$ cat src/hw/rtl/http_chunked_body_decoder_defines.svh
// Assertion helpers shared by the RTL. They sample on aclk and are
// disabled while aresetn is low.
`ifndef HTTP_CHUNKED_BODY_DECODER_DEFINES_SVH
`define HTTP_CHUNKED_BODY_DECODER_DEFINES_SVH

// Same-cycle implication.
`define HCBD_ASSERT(label, ante, cons, msg) \
    label: assert property (@(posedge aclk) disable iff (!aresetn) (ante) |-> (cons)) \
        else $error(msg);

// Next-cycle implication.
`define HCBD_ASSERT_NEXT(label, ante, cons, msg) \
    label: assert property (@(posedge aclk) disable iff (!aresetn) (ante) |=> (cons)) \
        else $error(msg);

`endif

$ cat src/hw/rtl/hcbd_pkg.sv
package hcbd_pkg;

    localparam int SIZE_BITS  = 22;
    localparam int LINE_LIMIT = 32;
    localparam int COUNT_BITS = 22;
    localparam int LEN_W      = $clog2(LINE_LIMIT + 2);

    localparam logic [LEN_W-1:0]      LINE_LIMIT_LEN = LEN_W'(LINE_LIMIT);
    localparam logic [COUNT_BITS-1:0] COUNT_MAX      = '1;

    localparam logic [7:0] CH_SEMI = 8'h3B;
    localparam logic [7:0] CH_CR   = 8'h0D;
    localparam logic [7:0] CH_LF   = 8'h0A;

    typedef enum logic [2:0] {
        PH_HEX,
        PH_EXT,
        PH_DATA,
        PH_CR,
        PH_LF,
        PH_DONE,
        PH_ERR
    } phase_t;

    typedef enum logic [1:0] {
        ST_BUSY,
        ST_OK,
        ST_ERR
    } status_t;

    typedef struct packed {
        phase_t                 phase;
        logic [SIZE_BITS-1:0]   chunk_size;
        logic [SIZE_BITS-1:0]   bytes_left;
        logic [LEN_W-1:0]       line_length;
        logic                   digit_seen;
        logic                   pending_cr;
        logic [COUNT_BITS-1:0]  emitted_count;
    } hcbd_state_t;

    typedef struct packed {
        logic [7:0]             data_byte;
        logic                   data_valid;
        status_t                status;
        logic [COUNT_BITS-1:0]  count;
    } hcbd_result_t;

    localparam hcbd_state_t STATE_RESET = '{
        phase:         PH_HEX,
        chunk_size:    '0,
        bytes_left:    '0,
        line_length:   '0,
        digit_seen:    1'b0,
        pending_cr:    1'b0,
        emitted_count: '0
    };

    // bit 4: is a hex digit, bits 3:0: its value
    function automatic logic [4:0] hex_digit(input logic [7:0] c);
        logic [4:0] r;
        r = 5'b0;
        if (c inside {[8'h30:8'h39]}) begin
            r = {1'b1, c[3:0]};
        end else if (c inside {[8'h61:8'h66], [8'h41:8'h46]}) begin
            r = {1'b1, c[3:0] + 4'd9};
        end
        return r;
    endfunction

endpackage

$ cat src/hw/rtl/hcbd_step.sv
module hcbd_step (
    input  hcbd_pkg::hcbd_state_t  cur,
    input  logic [7:0]             in_byte,
    input  logic                   in_last,
    output hcbd_pkg::hcbd_state_t  nxt,
    output hcbd_pkg::hcbd_result_t res
);

    hcbd_pkg::phase_t                p1;
    logic [hcbd_pkg::LEN_W-1:0]      len1;
    logic [hcbd_pkg::LEN_W-1:0]      len2;
    logic [4:0]                      hd;
    logic [hcbd_pkg::SIZE_BITS+3:0]  grown;

    always_comb begin
        nxt            = cur;
        res.data_byte  = 8'h00;
        res.data_valid = 1'b0;
        p1             = cur.phase;
        len1           = cur.line_length;
        len2           = cur.line_length;
        hd             = hcbd_pkg::hex_digit(in_byte);
        grown          = {cur.chunk_size, hd[3:0]};

        case (cur.phase)
            hcbd_pkg::PH_HEX, hcbd_pkg::PH_EXT: begin
                if (cur.pending_cr && in_byte == hcbd_pkg::CH_LF) begin
                    nxt.pending_cr = 1'b0;
                    if (cur.phase == hcbd_pkg::PH_HEX && !cur.digit_seen) begin
                        nxt.phase = hcbd_pkg::PH_ERR;
                    end else if (cur.chunk_size == '0) begin
                        nxt.phase = hcbd_pkg::PH_DONE;
                    end else begin
                        nxt.bytes_left = cur.chunk_size;
                        nxt.phase      = hcbd_pkg::PH_DATA;
                    end
                end else begin
                    // lone CR is line content
                    if (cur.pending_cr) begin
                        len1 = cur.line_length + hcbd_pkg::LEN_W'(1);
                        if (len1 >= hcbd_pkg::LINE_LIMIT_LEN
                            || cur.phase == hcbd_pkg::PH_HEX) begin
                            p1 = hcbd_pkg::PH_ERR;
                        end
                    end
                    nxt.phase       = p1;
                    nxt.line_length = len1;
                    nxt.pending_cr  = 1'b0;
                    if (p1 inside {hcbd_pkg::PH_HEX, hcbd_pkg::PH_EXT}) begin
                        if (in_byte == hcbd_pkg::CH_CR) begin
                            nxt.pending_cr = 1'b1;
                        end else begin
                            len2            = len1 + hcbd_pkg::LEN_W'(1);
                            nxt.line_length = len2;
                            if (len2 >= hcbd_pkg::LINE_LIMIT_LEN) begin
                                nxt.phase = hcbd_pkg::PH_ERR;
                            end else if (p1 == hcbd_pkg::PH_EXT) begin
                                nxt.phase = hcbd_pkg::PH_EXT;
                            end else if (in_byte == hcbd_pkg::CH_SEMI) begin
                                nxt.phase = cur.digit_seen ? hcbd_pkg::PH_EXT
                                                           : hcbd_pkg::PH_ERR;
                            end else if (!hd[4]) begin
                                nxt.phase = hcbd_pkg::PH_ERR;
                            end else begin
                                nxt.chunk_size = grown[hcbd_pkg::SIZE_BITS-1:0];
                                nxt.digit_seen = 1'b1;
                                if (grown[hcbd_pkg::SIZE_BITS+3 -: 4] != 4'h0) begin
                                    nxt.phase = hcbd_pkg::PH_ERR;
                                end
                            end
                        end
                    end
                end
            end
            hcbd_pkg::PH_DATA: begin
                res.data_valid = 1'b1;
                res.data_byte  = in_byte;
                if (cur.emitted_count != hcbd_pkg::COUNT_MAX) begin
                    nxt.emitted_count = cur.emitted_count + hcbd_pkg::COUNT_BITS'(1);
                end
                if (cur.bytes_left != '0) begin
                    nxt.bytes_left = cur.bytes_left - hcbd_pkg::SIZE_BITS'(1);
                end
                if (cur.bytes_left <= hcbd_pkg::SIZE_BITS'(1)) begin
                    nxt.phase = hcbd_pkg::PH_CR;
                end
            end
            hcbd_pkg::PH_CR: begin
                nxt.phase = (in_byte == hcbd_pkg::CH_CR) ? hcbd_pkg::PH_LF
                                                         : hcbd_pkg::PH_ERR;
            end
            hcbd_pkg::PH_LF: begin
                if (in_byte == hcbd_pkg::CH_LF) begin
                    nxt.phase       = hcbd_pkg::PH_HEX;
                    nxt.chunk_size  = '0;
                    nxt.line_length = '0;
                    nxt.digit_seen  = 1'b0;
                    nxt.pending_cr  = 1'b0;
                end else begin
                    nxt.phase = hcbd_pkg::PH_ERR;
                end
            end
            hcbd_pkg::PH_DONE: begin
                nxt.phase = hcbd_pkg::PH_DONE;
            end
            default: begin
                nxt.phase = hcbd_pkg::PH_ERR;
            end
        endcase

        // body ended before the terminating chunk
        if (in_last && nxt.phase != hcbd_pkg::PH_DONE) begin
            nxt.phase = hcbd_pkg::PH_ERR;
        end

        if (nxt.phase == hcbd_pkg::PH_DONE) begin
            res.status = hcbd_pkg::ST_OK;
        end else if (nxt.phase == hcbd_pkg::PH_ERR) begin
            res.status = hcbd_pkg::ST_ERR;
        end else begin
            res.status = hcbd_pkg::ST_BUSY;
        end
        res.count = nxt.emitted_count;

        if (in_last) begin
            nxt = hcbd_pkg::STATE_RESET;
        end
    end

endmodule

$ cat src/hw/rtl/http_chunked_body_decoder.sv
// Chunked HTTP body decoder.
// Input stream: one raw body byte per transfer on s_tdata[7:0]; s_tlast marks
// the final byte of a body. Every input transfer yields exactly one output
// transfer: m_tdata carries the byte (valid only when m_tuser[0] is set) and
// the running payload count, m_tuser[2:1] the status (0 busy, 1 terminating
// zero chunk seen, 2 malformed or truncated).
// A byte's result is registered and reaches the master side in the cycle
// after its transfer. Throughput: one byte per cycle while m_tready is high;
// the whole per-byte decode sits between parser state and output registers.
// Backpressure: s_tready is high while the output register is empty or being
// drained, so a byte is still accepted while a result waits if m_tready is
// high in that cycle. With m_tready low and a result held, input stalls.
// Reset (aresetn low, synchronous): parser returns to expecting a size line,
// count cleared, output register empty. After the transfer marked last the
// parser returns to the same state for the next body.
`include "http_chunked_body_decoder_defines.svh"

module http_chunked_body_decoder (
    input  logic        aclk,
    input  logic        aresetn,
    input  logic [7:0]  s_tdata,   // [7:0] in_byte
    input  logic        s_tlast,
    input  logic        s_tvalid,
    output logic        s_tready,
    output logic [31:0] m_tdata,   // [7:0] out_byte, [29:8] payload_count, [31:30] zero
    output logic [2:0]  m_tuser,   // [0] out_valid, [2:1] decode_status
    output logic        m_tvalid,
    input  logic        m_tready
);

    hcbd_pkg::hcbd_state_t  state_reg;
    hcbd_pkg::hcbd_state_t  state_next;
    hcbd_pkg::hcbd_result_t result_reg;
    hcbd_pkg::hcbd_result_t result_next;
    logic                   m_tvalid_reg;
    logic                   m_tvalid_next;
    logic                   s_accept;

    assign s_tready = !m_tvalid_reg || m_tready;
    assign s_accept = s_tvalid && s_tready;

    hcbd_step u_step (
        .cur     (state_reg),
        .in_byte (s_tdata),
        .in_last (s_tlast),
        .nxt     (state_next),
        .res     (result_next)
    );

    always_comb begin
        if (s_accept) begin
            m_tvalid_next = 1'b1;
        end else if (m_tready) begin
            m_tvalid_next = 1'b0;
        end else begin
            m_tvalid_next = m_tvalid_reg;
        end
    end

    always_ff @(posedge aclk) begin
        if (!aresetn) begin
            state_reg    <= hcbd_pkg::STATE_RESET;
            m_tvalid_reg <= 1'b0;
        end else begin
            m_tvalid_reg <= m_tvalid_next;
            if (s_accept) begin
                state_reg <= state_next;
            end
        end
    end

    always_ff @(posedge aclk) begin
        if (s_accept) begin
            result_reg <= result_next;
        end
    end

    assign m_tvalid = m_tvalid_reg;
    assign m_tdata  = {2'b00, result_reg.count, result_reg.data_byte};
    assign m_tuser  = {result_reg.status, result_reg.data_valid};

    `HCBD_ASSERT(a_data_has_bytes, state_reg.phase == hcbd_pkg::PH_DATA, state_reg.bytes_left != '0, "data phase with no bytes left")
    `HCBD_ASSERT(a_line_short, (state_reg.phase == hcbd_pkg::PH_HEX) || (state_reg.phase == hcbd_pkg::PH_EXT), state_reg.line_length < hcbd_pkg::LINE_LIMIT_LEN, "size line over limit")
    `HCBD_ASSERT_NEXT(a_last_restarts, s_accept && s_tlast, state_reg == hcbd_pkg::STATE_RESET, "parser not restarted after last")
    `HCBD_ASSERT(a_ok_no_data, m_tvalid_reg && result_reg.status == hcbd_pkg::ST_OK, !result_reg.data_valid, "payload byte after end of body")

endmodule

$ cat config.mk
export PLATFORM = sky130hd
export DESIGN_NAME = http_chunked_body_decoder
export DESIGN_NICKNAME = d
export VERILOG_FILES = /design/src/hw/rtl/hcbd_pkg.sv /design/src/hw/rtl/hcbd_step.sv /design/src/hw/rtl/http_chunked_body_decoder.sv
export VERILOG_INCLUDE_DIRS = /design/src /design/src/hw/rtl
export SDC_FILE = /design/constraint.sdc
export NUM_CORES = 1
export LEC_CHECK = 0
export ABC_AREA = 1
export BUFFER_PORTS_ARGS = -buffer_cell sky130_fd_sc_hd__buf_2
export CAP_MARGIN = 20
export CORE_MARGIN = 2
export CORE_UTILIZATION = 62
export DETAILED_ROUTE_END_ITERATION = 16
export PLACE_DENSITY = 0.82
export SYNTH_ARGS = -nofsm -noshare
export SYNTH_HDL_FRONTEND = slang
export SYNTH_HIERARCHICAL = 1
export SYNTH_SLANG_ARGS = --single-unit
export TNS_END_PERCENT = 100
$ cat constraint.sdc
create_clock -name aclk -period 4.7 [get_ports aclk]
set_input_delay 1.41 -clock aclk [delete_from_list [all_inputs] [get_ports aclk]]
set_output_delay 1.41 -clock aclk [all_outputs]
set_load 0.02 [all_outputs]
==> impl_metrics.env, run 1 <==
export IMPL_core_area_um2=13240
export IMPL_clock_skew_ps=13.43
export IMPL_first_global_vias=6974
export IMPL_final_layout_size_suffix_gt1_frac=0.1092
export IMPL_final_hold_violation_count=0
export IMPL_global_route_usage_total=0.2861
export IMPL_postRouteWirelength_um=20630
export IMPL_setup_worst_path_class="in2reg"
export IMPL_clock_tree_from_tritoncts="yes"
export IMPL_die_y_um=120.3
export IMPL_period_needed_ps=3460
export IMPL_post_route_drc_count=0
export IMPL_final_cell_mix="258 x nand2_1, 189 x nor2_1, 185 x inv_1"
export IMPL_holdCritPathClass="reg2reg"
export IMPL_grt_max_degree=97
export IMPL_tns_ps=0
export IMPL_floorplan_die_area_um2=14460
export IMPL_synth_cell_type_count=53
export IMPL_global_route_wire_length_before_repair_um=33670
export IMPL_clk_path_buf_depth=2
export IMPL_synth_edf_count=33
export IMPL_place_detailed_instances=1469
export IMPL_clock_root_buffer="clkbuf_16"
export IMPL_maxSlewHeadroom=0.2949
export IMPL_avgSynthCellArea_um2=6.423
export IMPL_synth_top_area_share=0.1863
export IMPL_rsz0062_at_grt="false"
export IMPL_cell_family_contributing_the_most_delay_on_the_critical_path="simple AND/OR/NAND/NOR gates"
export IMPL_worst_ep_required_time_ps=4960
export IMPL_crit_path_cell_trace="buf_2 > inv_1 > ha_1 > nand3_1 > nor2_2 > nand2_4 > nor2_2 > o21ai_2 > nand2_1 > inv_2 > nand2_1 > o211ai_1 > o211ai_1 > inv_1 > inv_1 > nand3_1 > nand2_1 > nor2_1"
export IMPL_crit_fanout=13
export IMPL_ir_drop_mv=0.2559
export IMPL_total_leakage_power_nw=3.987
export IMPL_dp_hpwl_um=14050
export IMPL_cts_sink_count=111
export IMPL_fmaxAchievable_ghz=0.2890
export IMPL_crit_path_start_kind="input pin"
export IMPL_starting_density_of_the_core=0.6329
export IMPL_portBuffers=47
export IMPL_post_route_fraction_of_the_period_consumed_by_the_critical_path=0.7362
export IMPL_clock_tree_htree_level_count=3
export IMPL_die_width_um=120.3
export IMPL_slowest_delay_ps=390
export IMPL_syn_area_um2=8382
export IMPL_power_per_cell_area_nw_per_um2=307.4
export IMPL_detail_route_antenna_nets=0
export IMPL_post_drt_via_cell_ratio=5.591
export IMPL_worst_slew_pin_transition_ps=1055
export IMPL_globalRoute_totalOverflow=0
export IMPL_max_cap_violations=0
export IMPL_initialDrtViolationCount=996
export IMPL_antenna_found_initial=0
export IMPL_outcome="completed"
export IMPL_antenna_cells_inserted=0
export IMPL_max_slew_violation_count=0
export IMPL_final_instance_count_excl_fill=1485
export IMPL_synth_ff_latch_count=111
export IMPL_clock_insertion_delay_worst_skew_ps=370
export IMPL_largest_register_ff_count=77
export IMPL_crit_arrival_ps=3720
export IMPL_clk_pin_slew_ps=70
export IMPL_floorplan_io_pins=50
export IMPL_ys_seq_area_frac=0.3045
export IMPL_core_rowCount=42
export IMPL_setup_repair_bufs_after_cts=0
export IMPL_yosysTopAreaCell="dfxtp_1"
export IMPL_worst_path_buf_inv=5
export IMPL_setup_violations=0
export IMPL_ctsResizeCount=0
export IMPL_cpMaxStageDelayCell="nand2_1"
export IMPL_post_cts_hold_buffer_count=0
export IMPL_most_common_cell_after_layout_fill_and_taps_aside="nand2_1"
export IMPL_cts_bufs_inserted=9
export IMPL_commonest_register_cell_after_synthesis="dfxtp_1"
export IMPL_yosys_warnings=6
export IMPL_detailedRoute_firstPassIterationCount=5
export IMPL_place_congestion=0.9555
export IMPL_cp_end_kind="register"
export IMPL_synth_area_top_cells="dfxtp_1 19%, edfxtp_1 12%, nand2_1 12%"
export IMPL_postSynth_asyncResetShare=0
export IMPL_via_count=8302
export IMPL_routedWlPerCell_um=13.89
export IMPL_nets=1326
export IMPL_area_growth_synth_to_final_pct=4.926
export IMPL_syn_instance_count=1305
[per-layer routing]
metal / wire, um / track usage / vias to the layer above / share of wire
li1: - / - / 4184 / -
met5: 0 / 0 / - / 0
met1: 9331 / 0.4050 / 3732 / 0.45
met2: 9195 / 0.4375 / 341 / 0.45
met3: 1593 / 0.05943 / 45 / 0.077
met4: 507 / 0.09302 / 0 / 0.025
[worst register-to-register path: stages, from the launching register on]
cell and delay [ps]:
dfxtp_1 570, nor3_4 80, buf_4 260, nor2_1 840, clkinv_1 180, buf_4 270, a31oi_1 190, o21ai_0 120
inv_1 100, inv_1 40, nand3_1 70, nand2_1 60, nor2_1 80
[metrics by stage]
stage	hold WS, ps	cell area, um2	setup slack, ps	utilization	power, mW
2_1_floorplan	468.2	8386	1010	-	1.739
3_3_place_gp	494.7	8479	963.7	0.6403	1.868
3_5_place_dp	505.7	8479	868.8	0.6403	1.885
4_1_cts	523.9	8795	1255	0.6641	2.702
5_1_grt	540.9	8795	970.2	0.6641	2.849
6_report	518.9	8795	1240	0.6641	2.704
[final cells by class]
class,count,area [um2]
multi-input cells,927,4646
fillers,1209,4448
flip-flops and latches,111,2552
inverters,198,748.2
repair buffers,57,312.8
clock buffers,10,239.0
well taps,176,220.2
clock inverters,6,76.32
[cells in the mapped netlist, types with 3 or more instances]
cell type and n:
dfxtp_1 78, clkbuf_1 20, a31oi_1 8, o21ai_1 3, o211ai_1 15, nand2_2 17, o31ai_1 3, edfxtp_1 33
nand3b_1 6, nand2_4 6, xnor2_1 5, ha_1 9, a21oi_1 127, buf_1 3, buf_2 22, nand3_1 129
o2111ai_1 4, nand2_1 258, nor4_1 6, nand4_1 15, nor2_2 10, buf_6 14, buf_4 9, a21oi_2 10
o21ai_0 40, nor2_4 4, xor2_1 26, nor2_1 189, nor3_1 11, inv_2 11, inv_1 185
[power by group]
group	total, mW	internal, mW	switching [mW]	leakage (nW)
Clock	0.822	0.436	0.387	0.152
Sequential	1.15	1.06	0.0849	0.976
Combinational	0.732	0.243	0.489	2.86
[kinds of logic after synthesis]
logic type      Yosys count  synth area share
compound gates          222            0.1503
simple gates            662            0.3541
mux                       1          0.001194
xor+xnor                 31           0.03239
other cells               1         0.0004474
fa+ha+maj                 9           0.01344
buf+inv                 268            0.1436
flops                   111            0.3045
[path summary, 6_finish.rpt]
check | from | slack [ps] | depth (start not counted) | endpoint
setup / recovery | s_tdata[0] | 1240 | 18 | state_reg[34]$_SDFFE_PN0P_
hold / removal | state_reg[2]$_SDFFE_PN0P_ | 520 | 2 | state_reg[2]$_SDFFE_PN0P_
setup reg to reg | state_reg[74]$_SDFFE_PN0P_ | 1800 | 12 | state_reg[38]$_SDFFE_PN0P_
hold reg to reg | state_reg[2]$_SDFFE_PN0P_ | 520 | 2 | state_reg[2]$_SDFFE_PN0P_
Note: power is estimated with default switching activity, not from simulation.
==> run 2: changes to the inputs <==
==> constraint.sdc (replaced) <==
create_clock -name aclk -period 3.5 [get_ports aclk]
set_input_delay 1.05 -clock aclk [delete_from_list [all_inputs] [get_ports aclk]]
set_output_delay 1.05 -clock aclk [all_outputs]
set_load 0.02 [all_outputs]
==> run 2 against run 1 <==
  * Final area up 0.24%
  * Critical path depth down 4
  * Routed wire length up 2.4%
  * Core utilization up 0.16 points
  * Register-to-register slack worse by 1200 ps
  * Highest routed layer unchanged
==> impl_metrics.env, run 2 (synthesized netlist as in run 1, its figures left out) <==
export IMPL_outcome="completed"
export IMPL_clock_root_buffer="clkbuf_16"
export IMPL_die_y_um=120.3
export IMPL_portBuffers=47
export IMPL_dp_hpwl_um=13920
export IMPL_antenna_found_initial=0
export IMPL_fmaxAchievable_ghz=0.3232
export IMPL_post_route_drc_count=0
export IMPL_place_congestion=0.9566
export IMPL_max_slew_violation_count=0
export IMPL_fin_area_um2=8816
export IMPL_period_needed_ps=3094
export IMPL_starting_density_of_the_core=0.6329
export IMPL_cp_end_kind="register"
export IMPL_via_count=8386
export IMPL_crit_path_cell_trace="buf_2 > inv_1 > ha_1 > nand3_1 > nor2_2 > nor2_1 > nor2_2 > o21ai_0 > nand2_1 > a21oi_1 > inv_1 > nand3_1 > nand2_1 > nor2_1"
export IMPL_setup_repair_bufs_after_cts=0
export IMPL_total_leakage_power_nw=4.001
export IMPL_slowest_delay_ps=740
export IMPL_worst_ep_required_time_ps=3800
export IMPL_core_area_um2=13240
export IMPL_crit_path_start_kind="input pin"
export IMPL_clock_insertion_delay_worst_skew_ps=370
export IMPL_fin_total_pwr_mw=3.553
export IMPL_tns_ps=0
export IMPL_global_route_wire_length_before_repair_um=34590
export IMPL_grt_max_degree=156
export IMPL_detailedRoute_firstPassIterationCount=5
export IMPL_crit_fanout=12
export IMPL_floorplan_io_pins=50
export IMPL_rsz0062_at_grt="false"
export IMPL_routedWlPerCell_um=14.19
export IMPL_cpMaxStageDelayCell="nor2_1"
export IMPL_cts_sink_count=111
export IMPL_cts_bufs_inserted=9
export IMPL_postRouteWirelength_um=21110
export IMPL_post_cts_hold_buffer_count=0
export IMPL_global_route_usage_total=0.2924
export IMPL_post_route_fraction_of_the_period_consumed_by_the_critical_path=0.8840
export IMPL_largest_register_ff_count=77
export IMPL_max_cap_violations=0
export IMPL_finish_utilization=0.6657
export IMPL_post_dp_cell_area_um2=8539
export IMPL_ctsResizeCount=0
export IMPL_detail_route_antenna_nets=0
export IMPL_initialDrtViolationCount=1001
export IMPL_core_rowCount=42
export IMPL_most_common_cell_after_layout_fill_and_taps_aside="nand2_1"
export IMPL_fill_cells=1220
export IMPL_final_layout_size_suffix_gt1_frac=0.1098
export IMPL_final_cell_mix="258 x nand2_1, 189 x nor2_1, 185 x inv_1"
export IMPL_nets=1329
export IMPL_holdCritPathClass="reg2reg"
export IMPL_ir_drop_mv=0.3168
export IMPL_clk_path_buf_depth=2
export IMPL_maxSlewHeadroom=0.3435
export IMPL_globalRoute_totalOverflow=0
export IMPL_area_growth_synth_to_final_pct=5.180
export IMPL_crit_arrival_ps=3400
export IMPL_setup_violations=0
export IMPL_die_width_um=120.3
export IMPL_clk_pin_slew_ps=70
export IMPL_power_per_cell_area_nw_per_um2=403.0
export IMPL_clock_tree_from_tritoncts="yes"
export IMPL_setup_worst_path_class="in2reg"
export IMPL_worst_slew_pin_transition_ps=981.1
export IMPL_post_drt_via_cell_ratio=5.636
export IMPL_clock_skew_ps=8.093
export IMPL_clock_tree_htree_level_count=3
export IMPL_antenna_cells_inserted=0
export IMPL_floorplan_die_area_um2=14460
export IMPL_first_global_vias=7227
export IMPL_final_hold_violation_count=0
[run 2: area by class of cell]
class / count / area, um2 / share of cell area
well taps: 176 / 220.2 / 0.02498
clock inverters: 6 / 47.55 / 0.005393
multi-input cells: 927 / 4646 / 0.5270
repair buffers: 60 / 372.9 / 0.04229
clock buffers: 10 / 229.0 / 0.02597
flip-flops and latches: 111 / 2552 / 0.2895
inverters: 198 / 748.2 / 0.08487
[run 2: power breakdown]
group | switching [mW] | internal [mW] | leakage, nW
Clock | 0.518 | 0.495 | 0.136
Sequential | 0.112 | 1.43 | 0.976
Combinational | 0.666 | 0.333 | 2.89
Total | 1.30 | 2.26 | 4.00
[run 2: metrics by stage]
| stage | setup WS [ps] | cells | hold WS [ps] |
|---|---|---|---|
| 2_1_floorplan | 170.1 | 1306 | 468.2 |
| 3_3_place_gp | 217.5 | 1472 | 490.1 |
| 3_5_place_dp | 139.2 | 1472 | 499.1 |
| 4_1_cts | 515.8 | 1488 | 516.7 |
| 5_1_grt | 232.7 | 1488 | 559.0 |
| 6_report | 405.9 | 1488 | 515.0 |
[run 2: final timing paths]
| check | from | to | slack, ps | cells past startpoint |
|---|---|---|---|---|
| worst min register to register | state_reg[2]$_SDFFE_PN0P_ | state_reg[2]$_SDFFE_PN0P_ | 520 | 2 |
| worst min-delay path | state_reg[2]$_SDFFE_PN0P_ | state_reg[2]$_SDFFE_PN0P_ | 520 | 2 |
| worst max-delay path | s_tdata[0] | state_reg[27]$_SDFFE_PN0P_ | 410 | 14 |
| worst max register to register | state_reg[75]$_SDFFE_PN0P_ | m_tuser[2]$_DFFE_PP_ | 580 | 12 |
[run 2: routing by layer]
metal  GRT usage  share of wire  up-vias  routed length, um
li1            -              -     4201                  -
met1      0.4084           0.45     3799               9479
met2      0.4528           0.45      335               9403
met3     0.06085          0.081       51               1710
met4     0.09666          0.025        0                518
met5           0              0        -                  0
[run 2: critical path: cells and delay by family]
family / cells / cell delay, ps
buf+inv: 3 / 260
simple gates: 8 / 1400
fa+ha+maj: 1 / 220
compound gates: 2 / 450
==> run 3: changes to the inputs <==
--- a/config.mk
+++ b/config.mk
@@ -10,11 +10,10 @@
 export BUFFER_PORTS_ARGS = -buffer_cell sky130_fd_sc_hd__buf_2
 export CAP_MARGIN = 20
 export CORE_MARGIN = 2
-export CORE_UTILIZATION = 62
+export CORE_UTILIZATION = 61
 export DETAILED_ROUTE_END_ITERATION = 16
 export PLACE_DENSITY = 0.82
 export SYNTH_ARGS = -nofsm -noshare
 export SYNTH_HDL_FRONTEND = slang
-export SYNTH_HIERARCHICAL = 1
 export SYNTH_SLANG_ARGS = --single-unit
 export TNS_END_PERCENT = 100
==> run 3 against run 2 <==
  * Critical endpoint is now m_tuser[2]$_SDFFCE_PN0P_
  * Global-route usage fell by 2.0 points
  * Power fell by 28%
  * Sequential share of layout area rose by 8.2 points
  * Core utilization rose by 0.80 points
  * Count of clock-buffer cells in the layout did not move
  * Highest routed layer unchanged
  * Largest cell class unchanged
  * First-iteration DRC count fell by 55%
  * Flip-flop and latch count did not move
  * Fmax rose by 12%
  * Final area fell by 22%
  * Synthesized area fell by 25%
==> impl_metrics.env, run 3 <==
export IMPL_largest_register_ff_count=77
export IMPL_setup_repair_bufs_after_cts=0
export IMPL_cpMaxStageDelayCell="a211oi_1"
export IMPL_nets=935
export IMPL_antenna_cells_inserted=0
export IMPL_clock_skew_ps=11.80
export IMPL_max_slew_violation_count=0
export IMPL_synth_cell_type_count=51
export IMPL_area_growth_synth_to_final_pct=8.508
export IMPL_synth_ff_latch_count=111
export IMPL_worst_ep_required_time_ps=3650
export IMPL_cts_sink_count=111
export IMPL_timing_critical_path_mode_cell="nand2_1"
export IMPL_rsz0062_at_grt="false"
export IMPL_core_rowCount=37
export IMPL_synth_xor_area_share=0.03166
export IMPL_fmaxAchievable_ghz=0.3619
export IMPL_capture_point_of_the_worst_path="m_tuser[2]$_SDFFCE_PN0P_"
export IMPL_tns_ps=0
export IMPL_crit_path_start_kind="input pin"
export IMPL_synthMuxAreaShare=0
export IMPL_clock_tree_from_tritoncts="yes"
export IMPL_ctsResizeCount=0
export IMPL_via_count=5974
export IMPL_ff2ff_setup_slack_ps=910
export IMPL_post_drt_via_cell_ratio=5.668
export IMPL_max_cap_violations=0
export IMPL_post_cts_hold_buffer_count=0
export IMPL_postRouteWirelength_um=14760
export IMPL_maxSlewHeadroom=0.5703
export IMPL_yosysTopAreaCell="dfxtp_1"
export IMPL_final_cell_mix="192 x nand2_1, 92 x a21oi_1, 90 x inv_1"
export IMPL_post_route_fraction_of_the_period_consumed_by_the_critical_path=0.7895
export IMPL_portBuffers=47
export IMPL_setup_worst_path_class="in2reg"
export IMPL_die_y_um=105.8
export IMPL_cell_family_contributing_the_most_delay_on_the_critical_path="simple AND/OR/NAND/NOR gates"
export IMPL_detailedRoute_firstPassIterationCount=5
export IMPL_global_route_wire_length_before_repair_um=24950
export IMPL_cts_bufs_inserted=9
export IMPL_timing_reg2reg_worst_path_depth=11
export IMPL_final_layout_size_suffix_gt1_frac=0.1318
export IMPL_floorplan_io_pins=50
export IMPL_synth_edf_count=33
export IMPL_worst_path_stages=13
export IMPL_cp_startpoint="s_tdata[0]"
export IMPL_core_area_um2=10180
export IMPL_final_hold_violation_count=0
export IMPL_global_route_usage_total=0.2724
export IMPL_crit_reg2reg_capture="state_reg[18]$_SDFFE_PN0P_"
export IMPL_globalRoute_totalOverflow=0
export IMPL_synth_simple_gate_area_share=0.3154
export IMPL_grt_max_degree=46
export IMPL_clk_path_buf_depth=2
export IMPL_first_global_vias=5392
export IMPL_die_width_um=105.8
export IMPL_antenna_found_initial=0
export IMPL_ir_drop_mv=0.1972
export IMPL_worst_slew_pin_transition_ps=642.2
export IMPL_post_route_drc_count=0
export IMPL_power_per_cell_area_nw_per_um2=372.6
export IMPL_cp_end_kind="register"
export IMPL_holdCritPathClass="reg2reg"
export IMPL_launch_instance_of_the_worst_register_to_register_path="state_reg[74]$_SDFFE_PN0P_"
export IMPL_synth_compound_area_share=0.1387
export IMPL_clock_tree_htree_level_count=3
export IMPL_syn_area_um2=6324
export IMPL_total_leakage_power_nw=2.786
export IMPL_synth_top_family_by_area="simple AND/OR/NAND/NOR gates"
export IMPL_detail_route_antenna_nets=0
export IMPL_commonest_register_cell_after_synthesis="dfxtp_1"
export IMPL_ys_seq_area_frac=0.4036
export IMPL_fin_total_pwr_mw=2.557
export IMPL_period_needed_ps=2763
export IMPL_routedWlPerCell_um=14.01
export IMPL_place_congestion=0.9826
export IMPL_most_common_cell_after_layout_fill_and_taps_aside="nand2_1"
export IMPL_starting_density_of_the_core=0.6209
export IMPL_crit_path_cell_trace="buf_2 > inv_1 > ha_1 > inv_1 > nor3_1 > nand2_1 > a211oi_1 > o21bai_1 > nand2_1 > nand2_1 > nand2_1 > nand2_1 > nand2_1"
export IMPL_clk_pin_slew_ps=110
export IMPL_crit_fanout=6
export IMPL_dp_hpwl_um=10650
export IMPL_clock_root_buffer="clkbuf_8"
export IMPL_worst_path_buf_inv=3
export IMPL_outcome="completed"
export IMPL_finish_utilization=0.6737
export IMPL_synth_area_top_cells="dfxtp_1 25%, edfxtp_1 16%, nand2_1 11%"
export IMPL_synthMostInstantiatedCell="nand2_1"
export IMPL_crit_arrival_ps=2910
export IMPL_syn_instance_count=874
export IMPL_floorplan_die_area_um2=11200
export IMPL_synth_adder_area_share=0.01939
export IMPL_initialDrtViolationCount=446
export IMPL_yosys_warnings=0
export IMPL_clock_insertion_delay_worst_skew_ps=380
export IMPL_postSynth_asyncResetShare=0
export IMPL_avgSynthCellArea_um2=7.235
export IMPL_synth_top_area_share=0.2469
export IMPL_setup_violations=0
export IMPL_most_frequent_cells_after_synthesis="192 x nand2_1, 92 x a21oi_1, 90 x inv_1"
export IMPL_slowest_delay_ps=330
-- run 3: metal layers --
layer | part of all wire | track usage | up-vias | wire length [um]
met5 | 0 | 0 | - | 0
met4 | 0.016 | 0.08647 | 0 | 240
met3 | 0.051 | 0.03834 | 23 | 754
met2 | 0.49 | 0.4512 | 185 | 7224
met1 | 0.44 | 0.3695 | 2771 | 6545
li1 | - | - | 2995 | -
-- run 3: power by group --
group          leakage, nW  internal (mW)  total, mW  switching [mW]
clock               0.0893          0.271      0.726           0.455
sequential           0.965           1.36       1.38          0.0201
combinational         1.73          0.131      0.451           0.320
-- run 3: how the worst min path moves through the flow --
stage	to	from	cells past startpoint	slack (ps)
6_report	state_reg[1]$_SDFFE_PN0P_	state_reg[1]$_SDFFE_PN0P_	2	490
4_1_cts	state_reg[2]$_SDFFE_PN0P_	state_reg[2]$_SDFFE_PN0P_	2	490
2_1_floorplan	state_reg[39]$_SDFFE_PN0P_	state_reg[39]$_SDFFE_PN0P_	2	460
3_5_place_dp	state_reg[2]$_SDFFE_PN0P_	state_reg[2]$_SDFFE_PN0P_	2	480
5_1_grt	state_reg[1]$_SDFFE_PN0P_	state_reg[1]$_SDFFE_PN0P_	2	510
3_3_place_gp	state_reg[2]$_SDFFE_PN0P_	state_reg[2]$_SDFFE_PN0P_	2	470
-- run 3: tightest hold or removal path: stages (launching register included) --
cell     delay, ps
dfxtp_1        340
nand2_1         60
a21oi_1         50
-- run 3: kinds of logic after synthesis --
family / count (synthesis)
adder cells (fa/ha/maj): 10
AO/OA/AOI/OAI: 157
other: 1
buffers and inverters: 140
flip-flops: 111
XOR/XNOR: 22
AND/OR/NAND/NOR: 433
-- run 3: layout make-up --
| class | count | area [um2] |
|---|---|---|
| multi-input combinational | 624 | 3202 |
| sequential | 111 | 2552 |
| timing repair buffer | 63 | 367.9 |
| inverter | 104 | 390.4 |
| clock buffer | 10 | 127.6 |
| clock inverter | 6 | 51.30 |
| fill | 881 | 3323 |
| tap | 136 | 170.2 |
-- run 3: stage by stage --
step	area (um2)	instances	hold WS [ps]	worst slack, ps
finish	6862	1054	490.7	736.7
global route	6862	1054	513.4	595.3
CTS	6862	1054	491.0	817.2
detailed placement	6683	1038	475.9	404.2
global placement	6683	1038	469.3	523.6
floorplan	6327	875	456.6	279.5
